## config.mk

```make
export PLATFORM = sky130hd
export DESIGN_NAME = mit_mulq
export DESIGN_NICKNAME = d
export VERILOG_FILES = /design/src/rtl/core/assert_macros.svh /design/src/rtl/core/mit_pkg.sv /design/src/rtl/core/mit_mulq.sv
export SDC_FILE = /design/constraint.sdc
export NUM_CORES = 2
export LEC_CHECK = 0
export ABC_CLOCK_PERIOD_IN_PS = 18900
export BUFFER_PORTS_ARGS = -buffer_cell sky130_fd_sc_hd__buf_2
export CORE_ASPECT_RATIO = 1.2
export CORE_UTILIZATION = 35
export DETAILED_ROUTE_END_ITERATION = 8
export GPL_ROUTABILITY_DRIVEN = 0
export MAX_ROUTING_LAYER = met4
export PLACE_DENSITY = 0.48
export SYNTH_ARGS = -nofsm -noshare
export SYNTH_HDL_FRONTEND = slang
export SYNTH_SLANG_ARGS = --single-unit
```

## constraint.sdc

```tcl
create_clock -name clk -period 18.9 [get_ports clk]
set_input_delay 1.89 -clock clk [delete_from_list [all_inputs] [get_ports clk]]
set_output_delay 1.89 -clock clk [all_outputs]
set_load 0.1 [all_outputs]
```

## src/rtl/core/assert_macros.svh

```systemverilog
// assertion macros shared by the motion intensity tracker rtl
// expects clk and rst in the scope where the macros are used
`ifndef ASSERT_MACROS_SVH
`define ASSERT_MACROS_SVH

// property that must hold on every clock edge out of reset
`define MIT_ASSERT(lbl, prop, msg) \
  lbl: assert property (@(posedge clk) disable iff (rst) prop) else $error(msg);

// condition that must never be true out of reset
`define MIT_NEVER(lbl, expr, msg) \
  `MIT_ASSERT(lbl, !(expr), msg)

`endif

```

## src/rtl/core/mit_pkg.sv

```systemverilog
// shared types, constants and saturation helpers for the motion intensity tracker
// no dependencies
package mit_pkg;

  localparam int WINDOW_DEPTH_DEF = 10;
  localparam int SAMPLE_WIDTH_DEF = 16;

  localparam logic [15:0] PERIOD_SAMPLES_RST  = 16'd52;
  localparam logic [31:0] MOVEMENT_THRESH_RST = 32'd819;
  localparam logic [15:0] TIMEOUT_PERIODS_RST = 16'd30;

  // q2.30 coefficients
  localparam logic signed [31:0] HP_INV_GAIN = 32'sd1042248399;
  localparam logic signed [31:0] HP_POLE     = 32'sd1010754974;
  localparam logic signed [31:0] LP_INV_GAIN = 32'sd466092;
  localparam logic signed [31:0] LP_C_OLD    = -32'sd1011406104;
  localparam logic signed [31:0] LP_C_NEW    = 32'sd2083283562;

  localparam int V_W   = 51;
  localparam int RES_W = 52;
  localparam int SUM_W = 54;

  typedef enum logic [1:0] {
    CFG_PERIOD  = 2'd0,
    CFG_THRESH  = 2'd1,
    CFG_TIMEOUT = 2'd2
  } cfg_idx_t;

  typedef enum logic [3:0] {
    ST_IDLE,
    ST_HPX,
    ST_HPH,
    ST_SQ,
    ST_LPX,
    ST_LP0,
    ST_LP1,
    ST_PEAK,
    ST_EMIT
  } state_t;

  typedef struct packed {
    logic                    start;
    logic                    raw;
    logic signed [V_W-1:0]   v;
    logic signed [31:0]      c;
  } mul_req_t;

  typedef struct packed {
    logic                    done;
    logic signed [RES_W-1:0] res;
  } mul_rsp_t;

  function automatic logic signed [23:0] sat24(input logic signed [SUM_W-1:0] v);
    logic signed [SUM_W-1:0] hi;
    logic signed [SUM_W-1:0] lo;
    hi = SUM_W'(24'sh7fffff);
    lo = -hi - SUM_W'(1);
    if (v > hi) return 24'sh7fffff;
    else if (v < lo) return 24'sh800000;
    else return v[23:0];
  endfunction

  function automatic logic signed [39:0] sat40(input logic signed [SUM_W-1:0] v);
    logic signed [SUM_W-1:0] hi;
    logic signed [SUM_W-1:0] lo;
    hi = SUM_W'(40'sh7fffffffff);
    lo = -hi - SUM_W'(1);
    if (v > hi) return 40'sh7fffffffff;
    else if (v < lo) return 40'sh8000000000;
    else return v[39:0];
  endfunction

  function automatic logic signed [31:0] sat32(input logic signed [SUM_W-1:0] v);
    logic signed [SUM_W-1:0] hi;
    logic signed [SUM_W-1:0] lo;
    hi = SUM_W'(32'sh7fffffff);
    lo = -hi - SUM_W'(1);
    if (v > hi) return 32'sh7fffffff;
    else if (v < lo) return 32'sh80000000;
    else return v[31:0];
  endfunction

endpackage

```

## src/rtl/core/mit_mulq.sv

```systemverilog
// shared multiplier unit: q2.30 rounded product or raw product, taken in only while idle
// depends on mit_pkg
module mit_mulq (
  input  logic               clk,
  input  logic               rst,
  input  mit_pkg::mul_req_t  req,
  output mit_pkg::mul_rsp_t  rsp
);
  import mit_pkg::*;

  localparam int A_W   = V_W - 16;
  localparam int P_W   = A_W + 32;
  localparam int ACC_W = P_W + 16;

  typedef enum logic [1:0] {PH_IDLE, PH_LO, PH_SUM} ph_t;

  ph_t                     ph;
  logic [15:0]             lo_r;
  logic signed [31:0]      c_r;
  logic                    raw_r;
  logic signed [P_W-1:0]   prod;
  logic signed [ACC_W-1:0] acc;
  logic signed [A_W-1:0]   mul_a;
  logic signed [31:0]      mul_b;
  logic signed [P_W-1:0]   prod_next;
  logic signed [ACC_W-1:0] sum;
  logic signed [ACC_W-1:0] rnd;

  assign mul_a     = (ph == PH_IDLE) ? A_W'(req.v >>> 16) : {{(A_W-16){1'b0}}, lo_r};
  assign mul_b     = (ph == PH_IDLE) ? req.c : c_r;
  assign prod_next = mul_a * mul_b;
  assign sum       = acc + ACC_W'(prod);
  assign rnd       = sum >>> 30;

  always_ff @(posedge clk) begin
    if (rst) begin
      ph       <= PH_IDLE;
      rsp.done <= 1'b0;
    end else begin
      rsp.done <= 1'b0;
      unique case (ph)
        PH_IDLE: begin
          if (req.start) begin
            prod  <= prod_next;
            lo_r  <= req.v[15:0];
            c_r   <= req.c;
            raw_r <= req.raw;
            ph    <= PH_LO;
          end
        end
        PH_LO: begin
          acc  <= (ACC_W'(prod) <<< 16) + (raw_r ? ACC_W'(0) : (ACC_W'(1) <<< 29));
          prod <= prod_next;
          ph   <= PH_SUM;
        end
        PH_SUM: begin
          rsp.res  <= raw_r ? sum[RES_W-1:0] : rnd[RES_W-1:0];
          rsp.done <= 1'b1;
          ph       <= PH_IDLE;
        end
        default: ph <= PH_IDLE;
      endcase
    end
  end

endmodule

```

==> implementation parameters <==
Parameter                              Value

Status
  Status ... finished, final reports clean

Placed design
  Inst Count DP ... between 7k and 8k
  Number of buffers inserted by port buffering ... around 140
  Final HPWL DP ... 139.2 mm

Global route
  Antenna violations before repair ... 7
  Overflow after GRT ... 0
  Global-route total usage across every layer ... 23.66%
  Largest net degree at the start of global routing ... 167
  Wire length of the first global-routing pass ... about 260 mm
  Vias in the first global route ... ~40k

Logic synthesis
  Number of distinct library cells after synthesis ... 75
  Syn_area_per_cell ... around 9.5 µm²
  Part of the Yosys area used for sequential elements ... 13.69%
  Count of flip-flops with a built-in enable after synthesis ... 234
  Yosys reg bits ... 237
  Post-Synthesis Cell Area ... 51770 µm²
  Yosys warns ... 0
  Flip-flop cell with the highest count after synthesis ... edfxtp_1
  Number of nets produced by synthesis ... 6941
  Number of standard cells after synthesis ... 5424
  Fraction of registers with async set/reset ... 0%

STA
  Share of the clock period used by the worst path ... ~58%
  Fmax achieved ... 91.68 MHz
  Final-layout worst hold slack ... around 0.47 ns
  Slew margin rel. ... 22.27%
  Setup repair after global routing missed its margin ... no
  Worst clock skew on the final layout ... 0.02359 ns
  Clock period minus final worst setup slack ... ~11 ns
  Final hold vios ... 0
  Actual transition at the worst max-transition pin ... 1.166 ns
  Final setup viols ... 0
  Setup TNS ... 0 ns
  Final Max Slew Viols ... 0

Final layout
  Growth of design area from synthesis to finish ... 7.081%
  Final core area utilization ... 37.76%
  Net total in the final layout ... 6893
  Share of layout cells above drive strength 1 ... under 10%
  Count of non-filler cells in the finished layout ... ~7.4k
  Filler cell count ... 15.05k

Die
  DIE AREA ... between 100000 and 150000 µm²
  Die X-Extent ... around 350 µm
  Die Y ... 423.3 µm
  Io pins ... 140
  Std cell rows ... 154
  Starting density of the core ... 35.26%
  Core Area ... 146800 µm²

Worst setup path
  Top cell by count, worst path ... fa_1
  Data arrival time of the worst path ... 11.28 ns
  Slowest CP cell ... fa_1
  Max Fanout on Critical Path ... 105
  Critical path's largest stage delay ... 0.87 ns
  Worst-case reg-to-reg path depth ... 31
  Critical Path Sink Type ... flop
  CP required ... 19.28 ns
  Start of the worst register-to-register path ... ph[1]
  Register-to-register path setup slack ... approximately 8.0 ns
  Kind of start point of the critical path ... flop
  Destination of the worst register-to-register timing path ... prod[66]
  Start-to-end type of the worst setup path ... flop to flop

Worst hold path
  Start point of the worst hold path ... prod[8]
  Hold-critical path endpoint ... acc[24]
  Hold-critical path depth ... 0
  Type of the worst min-delay path ... flop to flop

Clocking
  Number of levels in the clock H-tree ... 1
  Clock latency at the later pin of the worst-skew pair ... between 0.6 and 0.7 ns
  Total CTS buffers ... 29
  Clock-pin transition on the worst setup and hold timing paths ... 0.07 ns
  Clock root buffer master ... clkbuf_16
  CTS max path bufs ... 3
  Number of sinks on the clock net ... 237
  # Post-CTS Setup Buffers ... 0
  TritonCTS clock tree ... built
  Cts hold-fix bufs ... 0
  PostCTS Resize Cnt ... 0

Drt
  Number of design rule violations left after detail routing ... 0
  Via count ... 37.79k
  Sum of routed wire length over all layers ... 169.9 mm
  Wire length per cell ... 23.11 µm
  TritonRoute pass-1 iters ... 5
  Drt first-iter violations ... 2559
  Via density per instance ... 5.139
  Count of nets left with antenna violations after detail routing ... 0

Run
  Max-Cap Viols ... 0
-- metrics by stage --
stage | cell area [µm²] | worst slack, ns
floorplan | 51770 | 9.172
global placement | 54460 | 8.140
detailed placement | 54460 | 8.086
finish | 55440 | 7.993
CTS | 55420 | 8.056
global route | 55430 | 7.412
-- layer usage --
layer  GRT usage, %  vias up  share of wire (%)  wire length, µm
li1               -    16627                  -                -
met1          28.55    19907                 40            67700
met2          42.01     1010                 53            89290
met3          1.668      243                4.0             6795
met4          7.410        0                3.6             6158
met5              -        -                  0                0
-- registers in the layout, indices dropped and copies added, names as in the netlist --
register and flops:
lo_r 16, c_r 32, rsp 53, raw_r 1, acc 66, ph 2, prod 67
-- cell usage after synthesis, drive strengths merged (10+ instances only) --
library cell,count,share of area [%]
fa,1173,45
inv,1067,7.7
nand2,761,5.5
nor2,378,2.7
and3,317,3.8
clkbuf,262,1.9
ha,257,6.2
edfxtp,234,14
a21oi,161,1.6
xnor2,126,2.1
o21ai,102,0.99
a21o,68,0.99
xor2,51,0.86
nand3,48,0.46
and2,46,0.56
mux2i,46,0.89
nand2b,31,0.37
nand4,30,0.36
o21bai,29,0.42
nor3,26,0.25
a211oi,19,0.29
nor2b,19,0.23
o21a,15,0.22
a31oi,14,0.18
o211ai,14,0.21
nor3b,13,0.19
or2,11,0.13
buf,10,0.082
o31ai,10,0.15
-- critical path: cells and delay by family (launching register included) --
kind / cells / cell delay [ns]
buffers and inverters: 9 / 2.59
xor gates and xnor gates: 1 / 0.09
DFF: 1 / 0.39
adders and majority gates: 9 / 4.70
and+or+nand+nor: 3 / 1.27
AOI/OAI and AO/OA: 9 / 1.46
-- final cells by class --
class	count	area, µm²	area share, %
Sequential cell	237	7087	12.78
Clock inverter	19	217.7	0.3927
Multi-Input combinational cell	3848	39820	71.83
Clock buffer	33	740.7	1.336
Antenna cell	6	15.01	0.02708
Tap cell	1950	2440	4.401
Inverter	1067	4005	7.224
Timing Repair Buffer	193	1114	2.009
-- logic make-up after synthesis --
kind of cell	count (synthesis)	synth area share (%)
compound gates	487	6.015
xor+xnor	177	2.994
fa+ha+maj	1430	51.57
buf+inv	1339	9.718
flops	237	13.69
mux	51	0.9981
simple gates	1703	15.02
-- placed cells by master, fill, tap and decap left out, types with 7 or more instances in the layout --
cell,instances
xnor2_1,126
o31ai_1,9
buf_4,53
edfxtp_1,234
ha_1,257
and2_1,41
a221oi_1,7
or2_2,10
a21boi_0,7
o21ai_0,97
o211ai_1,13
o21bai_1,29
fa_1,1173
nor2b_1,19
a211oi_1,18
a21o_1,66
nand2b_1,31
a21oi_1,158
nand3_1,48
nand2_1,761
o21a_1,15
mux2i_1,31
buf_2,139
clkbuf_16,29
nor3_1,25
mux2i_4,9
nand4_1,30
nor3b_1,10
or3_1,7
a31oi_1,13
inv_1,1067
and3_1,315
nor2_1,376
xor2_1,51
-- worst max path at each step --
stage                     endpoint  cells after the start    start
final                     prod[66]                     31    ph[1]
after global routing      prod[66]                     31    ph[1]
after CTS                 prod[66]                     31    ph[1]
after detailed placement  prod[66]                     31    ph[1]
after global placement    prod[61]                     25  req[23]
after floorplan           prod[66]                     29   req[2]
Power is left out: the tool's default activity adds up to more than one toggle a clock period on the data nets, which glitch-free logic cannot reach.
