File: config.mk
export PLATFORM = sky130hd
export DESIGN_NAME = mit_window
export DESIGN_NICKNAME = d
export VERILOG_FILES = /design/src/rtl/core/assert_macros.svh /design/src/rtl/core/mit_pkg.sv /design/src/rtl/core/mit_window.sv
export SDC_FILE = /design/constraint.sdc
export NUM_CORES = 1
export LEC_CHECK = 0
export BUFFER_PORTS_ARGS = -buffer_cell sky130_fd_sc_hd__buf_2
export CORE_MARGIN = 8
export CORE_UTILIZATION = 65
export DETAILED_ROUTE_END_ITERATION = 8
export GPL_TIMING_DRIVEN = 0
export PLACE_DENSITY = 0.84
export REMOVE_ABC_BUFFERS = 1
export SYNTH_ARGS = -nofsm -noshare
export SYNTH_HDL_FRONTEND = slang
export SYNTH_SLANG_ARGS = --single-unit
File: constraint.sdc
create_clock -name clk -period 15.22 [get_ports clk]
set_input_delay 4.566 -clock clk [delete_from_list [all_inputs] [get_ports clk]]
set_output_delay 4.566 -clock clk [all_outputs]
set_load 0.02 [all_outputs]
File: src/rtl/core/assert_macros.svh
// assertion macros shared by the motion intensity tracker rtl
// expects clk and rst in the scope where the macros are used
`ifndef ASSERT_MACROS_SVH
`define ASSERT_MACROS_SVH

// property that must hold on every clock edge out of reset
`define MIT_ASSERT(lbl, prop, msg) \
  lbl: assert property (@(posedge clk) disable iff (rst) prop) else $error(msg);

// condition that must never be true out of reset
`define MIT_NEVER(lbl, expr, msg) \
  `MIT_ASSERT(lbl, !(expr), msg)

`endif

File: src/rtl/core/mit_pkg.sv
// shared types, constants and saturation helpers for the motion intensity tracker
// no dependencies
package mit_pkg;

  localparam int WINDOW_DEPTH_DEF = 10;
  localparam int SAMPLE_WIDTH_DEF = 16;

  localparam logic [15:0] PERIOD_SAMPLES_RST  = 16'd52;
  localparam logic [31:0] MOVEMENT_THRESH_RST = 32'd819;
  localparam logic [15:0] TIMEOUT_PERIODS_RST = 16'd30;

  // q2.30 coefficients
  localparam logic signed [31:0] HP_INV_GAIN = 32'sd1042248399;
  localparam logic signed [31:0] HP_POLE     = 32'sd1010754974;
  localparam logic signed [31:0] LP_INV_GAIN = 32'sd466092;
  localparam logic signed [31:0] LP_C_OLD    = -32'sd1011406104;
  localparam logic signed [31:0] LP_C_NEW    = 32'sd2083283562;

  localparam int V_W   = 51;
  localparam int RES_W = 52;
  localparam int SUM_W = 54;

  typedef enum logic [1:0] {
    CFG_PERIOD  = 2'd0,
    CFG_THRESH  = 2'd1,
    CFG_TIMEOUT = 2'd2
  } cfg_idx_t;

  typedef enum logic [3:0] {
    ST_IDLE,
    ST_HPX,
    ST_HPH,
    ST_SQ,
    ST_LPX,
    ST_LP0,
    ST_LP1,
    ST_PEAK,
    ST_EMIT
  } state_t;

  typedef struct packed {
    logic                    start;
    logic                    raw;
    logic signed [V_W-1:0]   v;
    logic signed [31:0]      c;
  } mul_req_t;

  typedef struct packed {
    logic                    done;
    logic signed [RES_W-1:0] res;
  } mul_rsp_t;

  function automatic logic signed [23:0] sat24(input logic signed [SUM_W-1:0] v);
    logic signed [SUM_W-1:0] hi;
    logic signed [SUM_W-1:0] lo;
    hi = SUM_W'(24'sh7fffff);
    lo = -hi - SUM_W'(1);
    if (v > hi) return 24'sh7fffff;
    else if (v < lo) return 24'sh800000;
    else return v[23:0];
  endfunction

  function automatic logic signed [39:0] sat40(input logic signed [SUM_W-1:0] v);
    logic signed [SUM_W-1:0] hi;
    logic signed [SUM_W-1:0] lo;
    hi = SUM_W'(40'sh7fffffffff);
    lo = -hi - SUM_W'(1);
    if (v > hi) return 40'sh7fffffffff;
    else if (v < lo) return 40'sh8000000000;
    else return v[39:0];
  endfunction

  function automatic logic signed [31:0] sat32(input logic signed [SUM_W-1:0] v);
    logic signed [SUM_W-1:0] hi;
    logic signed [SUM_W-1:0] lo;
    hi = SUM_W'(32'sh7fffffff);
    lo = -hi - SUM_W'(1);
    if (v > hi) return 32'sh7fffffff;
    else if (v < lo) return 32'sh80000000;
    else return v[31:0];
  endfunction

endpackage

File: src/rtl/core/mit_window.sv
// peak window: shift line of period results and a rotating max scan
// depends on mit_pkg
module mit_window #(
  parameter int DEPTH = mit_pkg::WINDOW_DEPTH_DEF
) (
  input  logic               clk,
  input  logic               rst,
  input  logic               push,
  input  logic signed [31:0] din,
  output logic               busy,
  output logic [30:0]        peak
);
  import mit_pkg::*;

  localparam int CW = $clog2(DEPTH + 1);

  logic signed [31:0] win [DEPTH];
  logic signed [31:0] mx;
  logic [CW-1:0]      cnt;

  assign busy = (cnt != '0);
  assign peak = mx[30:0];

  always_ff @(posedge clk) begin
    if (rst) begin
      for (int i = 0; i < DEPTH; i++) win[i] <= '0;
      cnt <= '0;
    end else if (push) begin
      for (int i = 0; i < DEPTH - 1; i++) win[i] <= win[i+1];
      win[DEPTH-1] <= din;
      cnt <= CW'(DEPTH);
      mx  <= '0;
    end else if (busy) begin
      if (win[0] > mx) mx <= win[0];
      for (int i = 0; i < DEPTH - 1; i++) win[i] <= win[i+1];
      win[DEPTH-1] <= win[0];
      cnt <= cnt - CW'(1);
    end
  end

endmodule

==> qor.csv, run 1 <==
metric,value,unit
worstPathRequired,15.59,ns
fin_setup_tns,0,ns
synth_most_common_cell,edfxtp_1,
gp_congestion,0.741,
cts-root-buf,clkbuf_16,
synth_flop_cell,edfxtp_1,
htree_levels,2,
r2r-start,win[0][11],
yosysTopAreaCellShare,73.8,%
rr_worst_depth,7,
cts_resized,0,
clock_latency,0.51,ns
post_cts.repair.setup_buffers,0,
ff2ff_setup_slack,11.72,ns
drt_wl_total,23800,µm
synthTopCellsByCount,"edfxtp_1, and2_1, inv_1",
yosysUniqueCellTypes,35,
final_cells,1269,
synth-simple-area-share,15.6,%
cts.sinks,356,
dr.pass1.iters,4,
numCtsBuffers,37,
hold_violations,0,
worst_path_max_delay_cell,buf_2,
clockBufferDepth,3,
path_clk_slew,0.06,ns
async_flop_share,0,%
die_w,164,µm
synth_top_family_by_area,simple AND/OR/NAND/NOR gates,
period_minus_slack,6.52,ns
grtUsageTotal,18.2,%
pre_cts_slack,8.16,ns
synth_top_cell_by_area,edfxtp_1,
holdPathStages,1,
crit_path_max_incr_delay,0.67,ns
rsz0062_at_grt,false,
synth_compound_area_share,3.20,%
final_area,0.0161,mm²
vias,6958,
drcViolationCount,0,
drt_iter0_markers,501,
place_inst,1204,
powerDensity,143,mW/mm²
syn2layout_area_growth,12.2,%
syn_area_per_cell,15.6,µm²
arrival,6.89,ns
grt-ovfl-total,0,
n_antenna_cell,0,
synth.area.mux_share,0,%
drv_cap,0,
synth_edf_count,352,
grt_antenna_before_repair,0,
tightest_slew,0.911,ns
slew-limit-headroom,39.0,%
synth_fa_ha_area_share,2.80,%
yosys_warnings,0,
drtAntennaViolNets,0,
hold_path_class,register to register,
ir_worst_vdd,102,µV
first_global_vias,7017,
clock_skew,0.0121,ns
syn_area,0.0143,mm²
crit_chain,buf_2 -> nor2_1 -> nor2_4 -> buf_12 -> buf_12 -> buf_12 -> and2_1,
dpl_cell_area,0.0148,mm²
die_h,164,µm
synthCells,920,
cts_hold_buf,0,
initial_core_util,65.8,%
slew_violations,0,
leakage,0.00666,µW
status,finished clean,
dieArea,0.0270,mm²
port_buffers,66,
synthXorXnorAreaFrac,0.0612,%
wire_per_inst,18.8,µm
final_nets,1030,
whs_endpoint,win[0][46],
drive_gt1_share,14.4,%
seq_area_frac_synth,74.4,%
grt_max_degree,74,
grt_pass1_wl,37900,µm
dpl.hpwl,14100,µm
setup_ws,8.70,ns
critPathMostFrequentCell,buf_12,
crit_type,input port to register,
reg2reg_to,mx[10],
cp_max_fo,60,
rows,54,
ys_top_cells_by_area,"edfxtp_1, and2_1, ha_1",
final-setup-viol-count,0,
power.total,2290,µW
design.core.area,0.0218,mm²
clock.fmax,0.153,GHz
cp-start-kind,input port,
fin_crit_sh,42.8,%
routed_via_density,5.48,
min_from,win[0][78],
num_io_pins,67,
ys_ff_latch,356,
cts_tree,done,
endpoint_kind,register,
[stage by stage]
stage | util, % | hold slack (ns)
CTS | 73.8 | 0.516
detailed placement | 68.2 | 0.503
finish | 73.8 | 0.514
floorplan | - | 0.497
global placement | 66.9 | 0.500
global route | 73.8 | 0.524
[area by class of cell]
type	instances	area, µm²
tap	280	350
sequential	356	10700
multi-input combinational	455	3130
fill	1319	5690
clock buffer	42	987
clock inverter	23	234
timing repair buffer	78	583
inverter	35	131
[layout by cell type, fill, tap and decap left out, types with 6 or more instances in the layout]
cell / n
a21oi_1: 17
a22o_1: 31
and2_1: 288
buf_12: 6
buf_2: 66
clkbuf_16: 39
clkinv_1: 11
edfxtp_1: 352
ha_1: 32
inv_1: 34
nand2_1: 12
nor2_1: 8
nor2b_1: 31
[state kept, by name, summed over array words and instances (netlist names)]
signal,count
cnt,4
mx,32
win,320
[critical path, delay by kind of cell]
family	cells	cell delay [ns]
buf+inv	4	1.39
simple gates	3	0.85
[worst max-delay path by stage]
stage / from / endpoint / slack, ns
after floorplan: rst / win[0][0] / 3.85
after global placement: push / win[0][285] / -0.64
after detailed placement: push / win[0][285] / 8.16
after CTS: push / win[0][285] / 8.68
after global routing: push / win[0][285] / 8.46
final: push / win[0][237] / 8.70
[kinds of logic after synthesis]
logic type,count (synthesis)
AOI/OAI and AO/OA,63
adders and majority gates,32
xor gates and xnor gates,1
buffers and inverters,109
DFF,356
and+or+nand+nor,359
[power breakdown]
group | total (µW) | leakage, µW | internal, µW | switching (µW)
sequential | 1220 | 0.00409 | 1190 | 32.9
combinational | 173 | 0.00197 | 63.3 | 109
clock | 901 | 0.000600 | 549 | 352
[routing by layer]
metal  vias to the layer above  global-route usage [%]  wire [µm]
met5                         -                       0          0
met4                         0                    6.18        593
met3                        47                    3.36       1050
met2                       147                    28.5      11400
met1                      3461                    25.6      10800
li1                       3303                       -          -
(Power assumes the default switching activity.)
==> run 2: changes to the inputs <==
Settings changed: ABC_AREA set to 1, CORE_UTILIZATION 65 to 61, PLACE_DENSITY 0.84 to 0.79.
Clock period 15.22 ns to 6.3 ns, I/O delays scaled along.
==> qor.csv, run 2 <==
metric,value,unit,change
port_buffers,66,,unchanged
fillers,1629,,was 1319
grtUsageMet1,21.3,%,was 25.6%
ir_worst_vdd,179,µV,was 102 µV
seq_area_frac_synth,72.1,%,was 74.4%
dr.pass1.iters,4,,unchanged
drt_wl_total,24700,µm,was 23800 µm
syn_area,0.0148,mm²,was 0.0143 mm²
grt_use_met2,29.1,%,was 28.5%
yosysUniqueCellTypes,20,,was 35
syn2layout_area_growth,11.8,%,was 12.2%
clkPwrFrac,37.3,%,was 39.3%
slew-limit-headroom,19.0,%,was 39.0%
grt-ovfl-total,0,,unchanged
num_io_pins,67,,unchanged
clock_skew,0.00964,ns,was 0.0121 ns
intPower,4340,µW,was 1800 µW
post_cts.repair.setup_buffers,0,,unchanged
clock_latency,0.51,ns,about the same
cts_resized,0,,unchanged
pre_cts_slack,0.871,ns,was 8.16 ns
design.core.area,0.0240,mm²,was 0.0218 mm²
clock.fmax,0.203,GHz,
rows,57,,was 54
synth_flop_cell,edfxtp_1,,unchanged
async_flop_share,0,%,unchanged
synthTopCellsByCount,"inv_1, edfxtp_1, nor2_1, nand2_1, buf_4",,"was edfxtp_1, and2_1, inv_1"
grt_pass1_wl,39500,µm,was 37900 µm
vias,8122,,was 6958
reg2reg_to,mx[22],,was mx[10]
p_switching,1310,µW,was 494 µW
drt_iter0_markers,631,,was 501
grtUsageTotal,17.3,%,was 18.2%
crit_type,input port to register,,unchanged
cts-root-buf,clkbuf_16,,unchanged
hold_violations,0,,unchanged
synth_top_cell_by_area,edfxtp_1,,unchanged
synth_edf_count,352,,unchanged
largestRegisters,"win (320), mx (32), cnt (4)",,unchanged
drtAntennaViolNets,0,,unchanged
cts.sinks,356,,unchanged
numCtsBuffers,37,,unchanged
leakage,0.00711,µW,was 0.00666 µW
met3_usage,3.12,%,was 3.36%
swShare,23.1,%,was 21.6%
status,finished clean,,unchanged
setup_ws,1.36,ns,was 8.70 ns
gp_congestion,0.766,,was 0.741
synth_most_common_cell,inv_1,,was edfxtp_1
final_cell_mix,"inv_1, edfxtp_1, nor2_1",,"was edfxtp_1, and2_1, buf_2"
yosys_warnings,0,,unchanged
syn_area_per_cell,11.4,µm²,was 15.6 µm²
cts_hold_buf,0,,unchanged
dpl.hpwl,14900,µm,was 14100 µm
slew_violations,0,,unchanged
fin_crit_sh,78.4,%,
min_from,cnt[0],,was win[0][78]
grt_max_degree,76,,was 74
hold_path_class,register to register,,unchanged
seqPwrFrac,53.0,%,was 53.1%
cp-start-kind,input port,,unchanged
ys_top_cells_by_area,"edfxtp_1, inv_1, nor2_1",,"was edfxtp_1, and2_1, ha_1"
cts_tree,done,,unchanged
die_w,172,µm,was 164 µm
r2r-start,win[0][23],,was win[0][11]
rr_worst_depth,9,,was 7
yosysTopAreaCellShare,71.6,%,was 73.8%
holdPathStages,1,,unchanged
drv_cap,0,,unchanged
tightest_slew,1.21,ns,was 0.911 ns
n_antenna_cell,0,,unchanged
routed_via_density,4.79,,was 5.48
worstPathRequired,6.47,ns,was 15.59 ns
drive_gt1_share,10.2,%,was 14.4%
endpoint_kind,register,,unchanged
grt-busiest-layer,met2,,unchanged
ff2ff_setup_slack,3.49,ns,was 11.72 ns
final_common_cell,inv_1,,was edfxtp_1
initial_core_util,61.4,%,was 65.8%
rsz0062_at_grt,false,,unchanged
regMostFlops,win,,unchanged
arrival,5.11,ns,was 6.89 ns
period_minus_slack,4.94,ns,
drcViolationCount,0,,unchanged
powerDensity,342,mW/mm²,was 143 mW/mm²
fin_setup_tns,0,ns,unchanged
largest_register_ffs,320,,unchanged
first_global_vias,8192,,was 7017
whs_endpoint,cnt[0],,was win[0][46]
combPwrFrac,9.7,%,was 7.5%
ys_ff_latch,356,,unchanged
die_h,172,µm,was 164 µm
synthCells,1300,,was 920
htree_levels,2,,unchanged
path_clk_slew,0.06,ns,about the same
dieArea,0.0294,mm²,was 0.0270 mm²
final_nets,1411,,was 1030
grt_antenna_before_repair,0,,unchanged
final-setup-viol-count,0,,unchanged
cp_max_fo,70,,was 60
wire_per_inst,14.6,µm,was 18.8 µm
clockBufferDepth,3,,unchanged
run 2: final cells by class:
cell class	instances	area [µm²]	area share, %
well taps	324	405	2.46
inverters	365	1370	8.30
clock inverters	19	193	1.17
flip-flops and latches	356	10700	64.5
repair buffers	78	601	3.64
clock buffers	46	980	5.94
multi-input cells	506	2310	14.0
run 2: cells by family after synthesis:
family / after synthesis / synth area share (%)
buf+inv: 438 / 12.4
simple gates: 417 / 10.7
flops: 356 / 72.1
compound gates: 56 / 1.97
fa+ha+maj: 32 / 2.71
xor+xnor: 1 / 0.0593
run 2: per-stage QoR:
stage	util, %	hold slack [ns]	instances	power [µW]	cell area [µm²]
after floorplan	-	0.435	1227	3440	14300
after global placement	62.6	0.447	1617	3640	15000
after detailed placement	63.8	0.461	1629	3580	15300
after CTS	68.7	0.469	1694	5700	16500
after global routing	68.7	0.493	1694	5880	16500
final	68.7	0.469	1694	5650	16500
run 2: power by group through the flow:
stage | sequential [µW] | clock (µW) | combinational, µW
3_3_place_gp | 3090 | 0 | 546
2_1_floorplan | 3090 | 0 | 352
4_1_cts | 2990 | 2150 | 557
3_5_place_dp | 3040 | 0 | 545
6_report | 2990 | 2110 | 548
5_1_grt | 3010 | 2240 | 624
run 2: worst max path at each step:
| stage | start | end | cells after the start |
|---|---|---|---|
| 3_3_place_gp | push | win[0][201] | 5 |
| 3_5_place_dp | push | win[0][105] | 8 |
| 2_1_floorplan | push | win[0][0] | 4 |
| 6_report | push | win[0][104] | 8 |
| 5_1_grt | push | win[0][171] | 8 |
| 4_1_cts | push | win[0][264] | 8 |
run 2: layer usage:
layer	vias to the layer above	routed length (µm)
met2	135	12400
met4	0	1020
met5	-	0
met1	3877	10400
met3	60	888
li1	4050	-
run 2: worst max-delay path, cell delays in order:
cell     delay (ns)
buf_2          0.58
inv_1          0.18
nor2_4         0.78
nor2_4         0.22
buf_12         0.25
nand2_4        0.39
buf_16         0.36
buf_16         0.35
